--- config.mk ---
export PLATFORM = sky130hd
export DESIGN_NAME = ordered_array_insert_remove_flat
export DESIGN_NICKNAME = d
export VERILOG_FILES = /design/src/rtl/core/oai_pkg.sv /design/src/rtl/core/oai_req_if.sv /design/src/rtl/core/oai_rsp_if.sv /design/src/rtl/core/oai_dpath.sv /design/src/rtl/core/oai_ctrl.sv /design/src/rtl/core/ordered_array_insert_remove.sv /design/src/flat_wrapper.sv
export SDC_FILE = /design/constraint.sdc
export NUM_CORES = 2
export LEC_CHECK = 0
export BUFFER_PORTS_ARGS = -buffer_cell sky130_fd_sc_hd__buf_2
export CORE_MARGIN = 2
export CORE_UTILIZATION = 50
export CTS_CLUSTER_DIAMETER = 150
export DETAILED_ROUTE_END_ITERATION = 10
export PLACE_DENSITY = 0.65
export SYNTH_ARGS = -nofsm -noshare
export SYNTH_HDL_FRONTEND = slang
export SYNTH_SLANG_ARGS = --single-unit
--- constraint.sdc ---
create_clock -name clk -period 7.6 [get_ports clk]
set_clock_uncertainty 0.15 [all_clocks]
set_input_delay 1.14 -clock clk [delete_from_list [all_inputs] [get_ports clk]]
set_output_delay 1.14 -clock clk [all_outputs]
set_load 0.01 [all_outputs]
--- src/rtl/core/oai_pkg.sv ---
// Shared definitions for the ordered array block: field widths, command and
// status codes, and the command/status structs between controller and datapath.
// No dependencies.
package oai_pkg;

  localparam int CMD_W      = 3;
  localparam int POS_W      = 7;
  localparam int DATA_W     = 32;
  localparam int COUNT_W    = 7;
  localparam int STATUS_W   = 2;
  localparam int MAX_WORD_W = 64;

  localparam int DEF_CAPACITY   = 64;
  localparam int DEF_WORD_WIDTH = 32;

  typedef enum logic [CMD_W-1:0] {
    CMD_PUSH   = 3'd0,
    CMD_POP    = 3'd1,
    CMD_INSERT = 3'd2,
    CMD_REMOVE = 3'd3,
    CMD_READ   = 3'd4,
    CMD_WRITE  = 3'd5,
    CMD_SEARCH = 3'd6
  } cmd_t;

  typedef enum logic [STATUS_W-1:0] {
    ST_OK    = 2'd0,
    ST_FULL  = 2'd1,
    ST_EMPTY = 2'd2,
    ST_RANGE = 2'd3
  } status_t;

  typedef enum logic [1:0] {
    RA_CNT_M1,
    RA_POS,
    RA_CUR,
    RA_CUR_M1
  } rd_sel_t;

  typedef enum logic {
    WA_COUNT,
    WA_POS
  } wr_sel_t;

  typedef enum logic [2:0] {
    IDX_HOLD,
    IDX_ZERO,
    IDX_COUNT,
    IDX_POS_P1,
    IDX_INC,
    IDX_DEC
  } idx_op_t;

  typedef enum logic [1:0] {
    CNT_HOLD,
    CNT_INC,
    CNT_DEC
  } cnt_op_t;

  typedef enum logic [1:0] {
    MV_NONE,
    MV_UP,
    MV_DOWN
  } mv_op_t;

  typedef struct packed {
    logic    load;
    logic    rd_en;
    rd_sel_t rd_sel;
    mv_op_t  mv_op;
    logic    wr_word;
    wr_sel_t wr_sel;
    idx_op_t idx_op;
    cnt_op_t cnt_op;
    logic    hit_clr;
    logic    cmp;
    logic    take;
    logic    res_load;
    logic    res_use_data;
    status_t res_status;
  } ctl_t;

  typedef struct packed {
    logic full;
    logic empty;
    logic pos_gt_cnt;
    logic pos_ge_cnt;
    logic cur_gt_pos;
    logic cur_lt_cnt;
  } sts_t;

endpackage

--- src/rtl/core/oai_req_if.sv ---
// Command channel of the ordered array: valid/ready plus the command fields.
// Depends on oai_pkg.
interface oai_req_if;
  import oai_pkg::*;

  logic              valid;
  logic              ready;
  logic [CMD_W-1:0]  cmd;
  logic [POS_W-1:0]  position;
  logic [DATA_W-1:0] data_in;

  modport source (output valid, output cmd, output position, output data_in, input ready);
  modport sink   (input valid, input cmd, input position, input data_in, output ready);
endinterface

--- src/rtl/core/oai_rsp_if.sv ---
// Result channel of the ordered array: valid/ready plus the result fields.
// Depends on oai_pkg.
interface oai_rsp_if;
  import oai_pkg::*;

  logic                valid;
  logic                ready;
  logic [DATA_W-1:0]   data_out;
  logic                found;
  logic [COUNT_W-1:0]  count_out;
  logic [STATUS_W-1:0] status;

  modport source (output valid, output data_out, output found, output count_out,
                  output status, input ready);
  modport sink   (input valid, input data_out, input found, input count_out,
                  input status, output ready);
endinterface

--- src/rtl/core/oai_dpath.sv ---
// Datapath of the ordered array: element memory, entry count, walk index,
// move pipeline, search compare and the result register.
// Depends on oai_pkg; driven by oai_ctrl through ctl_t, reports through sts_t.
module oai_dpath #(
  parameter int CAPACITY   = oai_pkg::DEF_CAPACITY,
  parameter int WORD_WIDTH = oai_pkg::DEF_WORD_WIDTH
) (
  input  logic                          clk,
  input  logic                          rst,
  input  oai_pkg::ctl_t                 ctl,
  output oai_pkg::sts_t                 sts,
  input  logic [oai_pkg::POS_W-1:0]     position,
  input  logic [oai_pkg::DATA_W-1:0]    data_in,
  output logic [oai_pkg::DATA_W-1:0]    data_out,
  output logic                          found,
  output logic [oai_pkg::COUNT_W-1:0]   count_out,
  output logic [oai_pkg::STATUS_W-1:0]  status
);
  import oai_pkg::*;

  localparam int AW   = $clog2(CAPACITY);
  localparam int CW   = $clog2(CAPACITY + 1);
  localparam int CMPW = (CW > POS_W) ? CW : POS_W;

  logic [WORD_WIDTH-1:0] mem [CAPACITY];

  logic [CW-1:0]         count;
  logic [CW-1:0]         cur;
  logic [CMPW-1:0]       pos_r;
  logic [WORD_WIDTH-1:0] word_r;
  logic [WORD_WIDTH-1:0] rdata;
  logic [WORD_WIDTH-1:0] hold;
  logic                  rd_valid;
  logic                  hit;
  logic                  mv_pend;
  logic [AW-1:0]         mv_addr;

  logic [AW-1:0]         rd_addr;
  logic [AW-1:0]         wr_addr;
  logic                  we;
  logic [WORD_WIDTH-1:0] wr_data;
  logic [CW-1:0]         cur_m1;
  logic [CW-1:0]         cnt_m1;
  logic [CMPW-1:0]       pos_p1;
  logic [CMPW-1:0]       cnt_c;
  logic [CMPW-1:0]       cur_c;
  logic [MAX_WORD_W-1:0] din_ext;
  logic [WORD_WIDTH+DATA_W-1:0] hold_ext;
  logic [CW+COUNT_W-1:0] cnt_ext;

  always_comb begin
    cur_m1   = cur - CW'(1);
    cnt_m1   = count - CW'(1);
    cnt_c    = CMPW'(count);
    cur_c    = CMPW'(cur);
    pos_p1   = pos_r + CMPW'(1);
    din_ext  = {{(MAX_WORD_W-DATA_W){1'b0}}, data_in};
    hold_ext = {{DATA_W{1'b0}}, hold};
    cnt_ext  = {{COUNT_W{1'b0}}, count};

    unique case (ctl.rd_sel)
      RA_CNT_M1: rd_addr = cnt_m1[AW-1:0];
      RA_POS:    rd_addr = pos_r[AW-1:0];
      RA_CUR:    rd_addr = cur[AW-1:0];
      RA_CUR_M1: rd_addr = cur_m1[AW-1:0];
    endcase

    // A pending move write always wins; the controller never schedules a
    // word write in the same cycle.
    we = mv_pend | ctl.wr_word;
    if (mv_pend) begin
      wr_addr = mv_addr;
      wr_data = rdata;
    end else begin
      wr_addr = (ctl.wr_sel == WA_COUNT) ? count[AW-1:0] : pos_r[AW-1:0];
      wr_data = word_r;
    end

    sts.full       = (count == CW'(CAPACITY));
    sts.empty      = (count == '0);
    sts.pos_gt_cnt = (pos_r > cnt_c);
    sts.pos_ge_cnt = (pos_r >= cnt_c);
    sts.cur_gt_pos = (cur_c > pos_r);
    sts.cur_lt_cnt = (cur < count);
  end

  always_ff @(posedge clk) begin
    if (we) begin
      mem[wr_addr] <= wr_data;
    end
    if (ctl.rd_en) begin
      rdata <= mem[rd_addr];
    end
  end

  always_ff @(posedge clk) begin
    if (rst) begin
      count    <= '0;
      rd_valid <= 1'b0;
      mv_pend  <= 1'b0;
      hit      <= 1'b0;
    end else begin
      rd_valid <= ctl.rd_en;
      mv_pend  <= (ctl.mv_op != MV_NONE);
      case (ctl.cnt_op)
        CNT_INC: count <= count + CW'(1);
        CNT_DEC: count <= cnt_m1;
        default: count <= count;
      endcase
      if (ctl.hit_clr) begin
        hit <= 1'b0;
      end else if (ctl.cmp && rd_valid && (rdata == word_r)) begin
        hit <= 1'b1;
      end
    end
  end

  always_ff @(posedge clk) begin
    if (ctl.load) begin
      pos_r  <= CMPW'(position);
      word_r <= din_ext[WORD_WIDTH-1:0];
    end
    case (ctl.idx_op)
      IDX_ZERO:   cur <= '0;
      IDX_COUNT:  cur <= count;
      IDX_POS_P1: cur <= pos_p1[CW-1:0];
      IDX_INC:    cur <= cur + CW'(1);
      IDX_DEC:    cur <= cur_m1;
      default:    cur <= cur;
    endcase
    // Moving up writes to the slot above the one read, moving down below it.
    if (ctl.mv_op == MV_UP) begin
      mv_addr <= cur[AW-1:0];
    end else begin
      mv_addr <= cur_m1[AW-1:0];
    end
    if (ctl.take) begin
      hold <= rdata;
    end
    if (ctl.res_load) begin
      data_out  <= ctl.res_use_data ? hold_ext[DATA_W-1:0] : '0;
      found     <= hit;
      count_out <= cnt_ext[COUNT_W-1:0];
      status    <= ctl.res_status;
    end
  end

endmodule

--- src/rtl/core/oai_ctrl.sv ---
// Controller of the ordered array: decodes each command, sequences the
// memory walks of insert, remove and search, and runs the channel handshakes.
// Depends on oai_pkg; drives oai_dpath through ctl_t.
module oai_ctrl (
  input  logic                       clk,
  input  logic                       rst,
  input  logic                       in_valid,
  output logic                       in_ready,
  input  logic [oai_pkg::CMD_W-1:0]  cmd,
  output logic                       out_valid,
  input  logic                       out_ready,
  output oai_pkg::ctl_t              ctl,
  input  oai_pkg::sts_t              sts
);
  import oai_pkg::*;

  typedef enum logic [3:0] {
    S_IDLE,
    S_DECODE,
    S_TAKE,
    S_SEARCH,
    S_INS_SHIFT,
    S_INS_WORD,
    S_REM_TAKE,
    S_REM_SHIFT,
    S_RESULT
  } state_t;

  state_t           state;
  logic [CMD_W-1:0] cmd_r;
  status_t          status_r;
  logic             use_data_r;
  logic             slot_free;

  assign in_ready  = (state == S_IDLE);
  assign slot_free = !out_valid || out_ready;

  always_comb begin
    ctl              = '0;
    ctl.rd_sel       = RA_CUR;
    ctl.mv_op        = MV_NONE;
    ctl.wr_sel       = WA_POS;
    ctl.idx_op       = IDX_HOLD;
    ctl.cnt_op       = CNT_HOLD;
    ctl.res_use_data = use_data_r;
    ctl.res_status   = status_r;
    unique case (state)
      S_IDLE: begin
        ctl.load = in_valid;
      end
      S_DECODE: begin
        ctl.hit_clr = 1'b1;
        case (cmd_r)
          CMD_PUSH: begin
            if (!sts.full) begin
              ctl.wr_word = 1'b1;
              ctl.wr_sel  = WA_COUNT;
              ctl.cnt_op  = CNT_INC;
            end
          end
          CMD_POP: begin
            if (!sts.empty) begin
              ctl.rd_en  = 1'b1;
              ctl.rd_sel = RA_CNT_M1;
              ctl.cnt_op = CNT_DEC;
            end
          end
          CMD_INSERT: begin
            if (!sts.full && !sts.pos_gt_cnt) begin
              ctl.idx_op = IDX_COUNT;
            end
          end
          CMD_REMOVE: begin
            if (!sts.empty && !sts.pos_ge_cnt) begin
              ctl.rd_en  = 1'b1;
              ctl.rd_sel = RA_POS;
              ctl.idx_op = IDX_POS_P1;
            end
          end
          CMD_READ: begin
            if (!sts.pos_ge_cnt) begin
              ctl.rd_en  = 1'b1;
              ctl.rd_sel = RA_POS;
            end
          end
          CMD_WRITE: begin
            if (!sts.pos_ge_cnt) begin
              ctl.wr_word = 1'b1;
              ctl.wr_sel  = WA_POS;
            end
          end
          CMD_SEARCH: begin
            ctl.idx_op = IDX_ZERO;
          end
          default: begin
          end
        endcase
      end
      S_TAKE: begin
        ctl.take = 1'b1;
      end
      S_SEARCH: begin
        // Compares the word read in the previous cycle while reading the next.
        ctl.cmp = 1'b1;
        if (sts.cur_lt_cnt) begin
          ctl.rd_en  = 1'b1;
          ctl.rd_sel = RA_CUR;
          ctl.idx_op = IDX_INC;
        end
      end
      S_INS_SHIFT: begin
        if (sts.cur_gt_pos) begin
          ctl.rd_en  = 1'b1;
          ctl.rd_sel = RA_CUR_M1;
          ctl.mv_op  = MV_UP;
          ctl.idx_op = IDX_DEC;
        end
      end
      S_INS_WORD: begin
        ctl.wr_word = 1'b1;
        ctl.wr_sel  = WA_POS;
        ctl.cnt_op  = CNT_INC;
      end
      S_REM_TAKE, S_REM_SHIFT: begin
        ctl.take = (state == S_REM_TAKE);
        if (sts.cur_lt_cnt) begin
          ctl.rd_en  = 1'b1;
          ctl.rd_sel = RA_CUR;
          ctl.mv_op  = MV_DOWN;
          ctl.idx_op = IDX_INC;
        end else begin
          ctl.cnt_op = CNT_DEC;
        end
      end
      S_RESULT: begin
        ctl.res_load = slot_free;
      end
    endcase
  end

  always_ff @(posedge clk) begin
    if (rst) begin
      state      <= S_IDLE;
      cmd_r      <= '0;
      status_r   <= ST_OK;
      use_data_r <= 1'b0;
      out_valid  <= 1'b0;
    end else begin
      if (state == S_RESULT && slot_free) begin
        out_valid <= 1'b1;
      end else if (out_ready) begin
        out_valid <= 1'b0;
      end
      unique case (state)
        S_IDLE: begin
          if (in_valid) begin
            cmd_r <= cmd;
            state <= S_DECODE;
          end
        end
        S_DECODE: begin
          status_r   <= ST_OK;
          use_data_r <= 1'b0;
          state      <= S_RESULT;
          case (cmd_r)
            CMD_PUSH: begin
              if (sts.full) begin
                status_r <= ST_FULL;
              end
            end
            CMD_POP: begin
              if (sts.empty) begin
                status_r <= ST_EMPTY;
              end else begin
                use_data_r <= 1'b1;
                state      <= S_TAKE;
              end
            end
            CMD_INSERT: begin
              if (sts.full) begin
                status_r <= ST_FULL;
              end else if (sts.pos_gt_cnt) begin
                status_r <= ST_RANGE;
              end else begin
                state <= S_INS_SHIFT;
              end
            end
            CMD_REMOVE: begin
              if (sts.empty) begin
                status_r <= ST_EMPTY;
              end else if (sts.pos_ge_cnt) begin
                status_r <= ST_RANGE;
              end else begin
                use_data_r <= 1'b1;
                state      <= S_REM_TAKE;
              end
            end
            CMD_READ: begin
              if (sts.pos_ge_cnt) begin
                status_r <= ST_RANGE;
              end else begin
                use_data_r <= 1'b1;
                state      <= S_TAKE;
              end
            end
            CMD_WRITE: begin
              if (sts.pos_ge_cnt) begin
                status_r <= ST_RANGE;
              end
            end
            CMD_SEARCH: begin
              state <= S_SEARCH;
            end
            default: begin
            end
          endcase
        end
        S_TAKE: begin
          state <= S_RESULT;
        end
        S_SEARCH: begin
          if (!sts.cur_lt_cnt) begin
            state <= S_RESULT;
          end
        end
        S_INS_SHIFT: begin
          if (!sts.cur_gt_pos) begin
            state <= S_INS_WORD;
          end
        end
        S_INS_WORD: begin
          state <= S_RESULT;
        end
        S_REM_TAKE, S_REM_SHIFT: begin
          if (sts.cur_lt_cnt) begin
            state <= S_REM_SHIFT;
          end else begin
            state <= S_RESULT;
          end
        end
        S_RESULT: begin
          if (slot_free) begin
            state <= S_IDLE;
          end
        end
      endcase
    end
  end

endmodule

--- src/rtl/core/ordered_array_insert_remove.sv ---
// Ordered array of up to CAPACITY words, one command per transfer on req and
// one result per command on rsp; every command goes through one memory with
// a write port and a registered read port. The next command is accepted only
// after the previous one has placed its result in the rsp register. The
// insert, remove and search walks move or compare one stored entry per cycle
// through that memory. A new command is accepted while the previous result
// still waits on rsp. After reset the array is empty and commands are
// accepted at once.
module ordered_array_insert_remove #(
  parameter int CAPACITY   = oai_pkg::DEF_CAPACITY,
  parameter int WORD_WIDTH = oai_pkg::DEF_WORD_WIDTH
) (
  input logic     clk,
  input logic     rst,
  oai_req_if.sink   req,
  oai_rsp_if.source rsp
);
  import oai_pkg::*;

  ctl_t ctl;
  sts_t sts;

  oai_ctrl u_ctrl (
    .clk       (clk),
    .rst       (rst),
    .in_valid  (req.valid),
    .in_ready  (req.ready),
    .cmd       (req.cmd),
    .out_valid (rsp.valid),
    .out_ready (rsp.ready),
    .ctl       (ctl),
    .sts       (sts)
  );

  oai_dpath #(
    .CAPACITY   (CAPACITY),
    .WORD_WIDTH (WORD_WIDTH)
  ) u_dpath (
    .clk       (clk),
    .rst       (rst),
    .ctl       (ctl),
    .sts       (sts),
    .position  (req.position),
    .data_in   (req.data_in),
    .data_out  (rsp.data_out),
    .found     (rsp.found),
    .count_out (rsp.count_out),
    .status    (rsp.status)
  );

endmodule

--- src/flat_wrapper.sv ---
// flat-port wrapper written by rule: the top's interface ports become plain ports
module ordered_array_insert_remove_flat import oai_pkg::*;
#(
  parameter int CAPACITY   = oai_pkg::DEF_CAPACITY,
  parameter int WORD_WIDTH = oai_pkg::DEF_WORD_WIDTH
)
  (clk, rst, req_valid, req_cmd, req_position, req_data_in, req_ready, rsp_valid, rsp_data_out, rsp_found, rsp_count_out, rsp_status, rsp_ready);
  oai_req_if req_i ();
  oai_rsp_if rsp_i ();
  input logic clk;
  input logic rst;
  input wire logic [$bits(req_i.valid)-1:0] req_valid;
  input wire logic [$bits(req_i.cmd)-1:0] req_cmd;
  input wire logic [$bits(req_i.position)-1:0] req_position;
  input wire logic [$bits(req_i.data_in)-1:0] req_data_in;
  output wire logic [$bits(req_i.ready)-1:0] req_ready;
  output wire logic [$bits(rsp_i.valid)-1:0] rsp_valid;
  output wire logic [$bits(rsp_i.data_out)-1:0] rsp_data_out;
  output wire logic [$bits(rsp_i.found)-1:0] rsp_found;
  output wire logic [$bits(rsp_i.count_out)-1:0] rsp_count_out;
  output wire logic [$bits(rsp_i.status)-1:0] rsp_status;
  input wire logic [$bits(rsp_i.ready)-1:0] rsp_ready;
  assign req_i.valid = req_valid;
  assign req_i.cmd = req_cmd;
  assign req_i.position = req_position;
  assign req_i.data_in = req_data_in;
  assign req_ready = req_i.ready;
  assign rsp_valid = rsp_i.valid;
  assign rsp_data_out = rsp_i.data_out;
  assign rsp_found = rsp_i.found;
  assign rsp_count_out = rsp_i.count_out;
  assign rsp_status = rsp_i.status;
  assign rsp_i.ready = rsp_ready;
  ordered_array_insert_remove #(.CAPACITY(CAPACITY), .WORD_WIDTH(WORD_WIDTH)) u_core (.clk(clk), .rst(rst), .req(req_i), .rsp(rsp_i));
endmodule
==> results by group <==
Setup path
  – Kind of critical path: reg2reg
  – Crit Path Max Fanout: 17
  – Setup crit end kind: register
  – Crit path from: u_core.u_dpath.cnt_c[1]
  – Worst reg2reg startpoint: u_core.u_dpath.cnt_c[1]
  – Startpoint types: register
  – Worst Path Required: 7.92 ns
  – Worst Path Arrival: 6.21 ns

Floorplan
  – Io pins: 90
  – Die span in y: 418 um
  – Die width: 418 um
  – Initial Util: 50.5%
  – Die area: 0.175 mm2
  – Core area: 0.170 mm2
  – # rows: 151

Synthesis
  – Post-Synth Simple-Gate Area: 2.51%
  – Post-Syn Instances: 3,896
  – Asr flop ratio synth: 0%
  – Top cell type's share of synthesized area: 77.1%
  – Largest family of logic cells by synthesized area: multiplexers
  – Avg Cell Area, Syn: 22.0 um2
  – Synth area leaders: edfxtp_1 77%, mux4_2 13%, o22ai_1 1.6%
  – Yosys cell types: 69
  – Mapped Area: 0.0857 mm2
  – Synth area leader: edfxtp_1
  – #FFs+latches synth: 2,227
  – EDFF count, synth: 2,200
  – Sequential fraction of the synthesis area: 77.7%
  – Synth Area in XOR/XNOR: 0.521%
  – Complex-gate fraction of the synthesized area: 3.08%
  – Post-synthesis adder-cell area fraction: 0.365%
  – Prevailing post-synth register cell: edfxtp_1
  – YS warnings: 0
  – Count leader, synth: edfxtp_1
  – Mapped Nets: 3,967
  – Fraction of synthesized area in multiplexers: 14.0%
  – Top cells by count, synth: 2,200 x edfxtp_1, 494 x mux4_2, 225 x o22ai_1

Final layout
  – Finished Core Util: 56.5%
  – Layout cells sized above 1: 26.2%
  – Final Cell Area: 0.0960 mm2
  – Layout area overhead: 11.9%
  – # nets final: 4,176
  – Non-Filler Instances: 6,510

Detailed routing
  – Post-route DRC: 0
  – Vias/cell: 6.51
  – Avg WL per Cell: 33.7 um
  – Total number of vias: 42.4k
  – Drt pass-1 iters: 5
  – Antenna-violating nets left: 0
  – Final WL: 219,000 um
  – Drt initial violations: 5,833

STA
  – Maximum clock rate: 170 MHz
  – Worst setup margin: 1.71 ns
  – Hold violation count in the final report: 0
  – Setup TNS: 0 ns
  – Tightest Pin Transition: 1.32 ns
  – WHS: 0.297 ns
  – Fin. max-slew vios: 0
  – Rel. slew slack: 12.2%
  – Crit share post-route: 77.5%
  – RSZ-0062 raised after global routing: no
  – Finish-stage setup viols: 0
  – Fin crit period: 5.89 ns

Global routing
  – GRT Util Overall: 25.2%
  – Largest net degree at the start of global routing: 129
  – Number of global-route vias before repair: 41.3k
  – Overflow after GRT: 0
  – Initial antenna violation count: 10
  – First-pass GRT wire length: 311,000 um

Clock network
  – Total CTS buffers: 215
  – Worst-Skew Late Latency: 0.85 ns
  – Root buf cell: clkbuf_16
  – Setup repair bufs after CTS: 0
  – Cts repair resizes: 0
  – # hold bufs at CTS: 0
  – H-Tree Depth: 4
  – Clock tree buffer depth: 3
  – Reg clk slew, reported paths: 0.06 ns
  – CTS Sinks: 2,227
  – CTS tree: yes

Place
  – Routability cong.: 0.903
  – Post-DP HPWL: 126,000 um
  – Worst slack, placed: 1.83 ns
  – PortBufs: 89
  – Post-placement cell count: 6,106
  – Area post-placement: 0.0891 mm2

Worst hold path
  – Hold path start: u_core.u_ctrl.status_r[0]
  – Worst Hold Class: reg2reg

Pwr
  – Pleak: 29.8 nW
  – Pwr Total: 25.7 mW
  – PwrDens: 267 mW/mm2
  – Worst VDD drop: 0.238 mV

Job
  – Max cap viols: 0

Status
  – Outcome: finished, final reports clean
[worst paths after layout]
| check | to | cells after the start | slack (ns) |
|---|---|---|---|
| worst max register to register | u_core.u_dpath.mem[0][9] | 12 | 1.71 |
| worst max-delay path | u_core.u_dpath.mem[0][9] | 12 | 1.71 |
| worst min-delay path | u_core.u_dpath.status[0] | 0 | 0.30 |
| worst min register to register | u_core.u_dpath.status[0] | 0 | 0.30 |
[registers in the layout, summed over array words and instances, names as in the netlist]
register,flops
u_core.u_dpath.mv_addr,6
u_core.u_dpath.data_out,32
u_core.u_dpath.cur,7
u_core.u_dpath.status,2
u_core.u_ctrl.use_data_r,1
u_core.u_dpath.cnt_c,7
u_core.u_dpath.mv_pend,1
u_core.u_ctrl.state,4
u_core.u_dpath.hit,1
u_core.u_dpath.rdata,32
u_core.u_ctrl.status_r,2
u_core.u_dpath.rd_valid,1
u_core.u_dpath.word_r,32
u_core.u_dpath.hold,32
u_core.u_dpath.pos_r,7
u_core.u_ctrl.cmd_r,3
u_core.u_dpath.mem,2048
u_core.u_dpath.count_out,7
u_core.u_ctrl.out_valid,1
u_core.u_dpath.found,1
[cell families (layout without fill, tap and decap cells)]
group / after synthesis / in the layout
flip-flops: 2227 / 2227
multiplexers: 551 / 551
AND/OR/NAND/NOR: 409 / 409
AO/OA/AOI/OAI: 400 / 400
buffers and inverters: 233 / 627
XOR/XNOR: 51 / 51
adder cells (fa/ha/maj): 25 / 25
other: 0 / 2
[area by class of cell]
| type | count | area (um2) |
|---|---|---|
| Sequential cell | 2227 | 66600 |
| Clock buffer | 263 | 5610 |
| Timing Repair Buffer | 203 | 1510 |
| Antenna cell | 2 | 5.00 |
| Clock inverter | 139 | 1270 |
| Inverter | 22 | 82.6 |
| Multi-Input combinational cell | 1436 | 18100 |
| Fill cell | 12300 | 73900 |
| Tap cell | 2218 | 2780 |
[critical path, stage by stage (launching register included)]
cell      delay [ns]
dfxtp_1         0.38
inv_1           0.25
ha_1            0.31
nand2b_1        0.12
nor4b_1         0.65
nor4_1          0.14
nand2_1         0.39
mux2i_1         0.30
nor2_1          0.07
a21oi_1         0.48
nand3_1         0.74
nor2_4          1.04
buf_4           0.48
[power breakdown]
group	total, mW	switching, mW	internal, mW
sequential	13.9	0.0923	13.8
combinational	1.32	0.934	0.382
clock	10.4	4.53	5.90
total	25.7	5.55	20.1
[per-layer routing]
metal / wire (um) / global-route usage (%)
met1: 89100 / 37.1
met2: 103000 / 38.5
met3: 21000 / 5.15
met4: 6700 / 7.49
met5: 0 / 0
[layout by cell type (no fill, tap or decap), drive strengths merged, types with 34 or more instances in the layout]
cell	synthesis	routed
a21oi	36	36
buf	126	203
nor2	148	148
and2	36	36
or4	65	65
o22ai	226	226
clkbuf	85	263
o21ai	34	34
mux4	512	512
nand2	49	49
xnor2	44	44
edfxtp	2200	2200
clkinv	0	107
(Power assumes the default switching activity.)
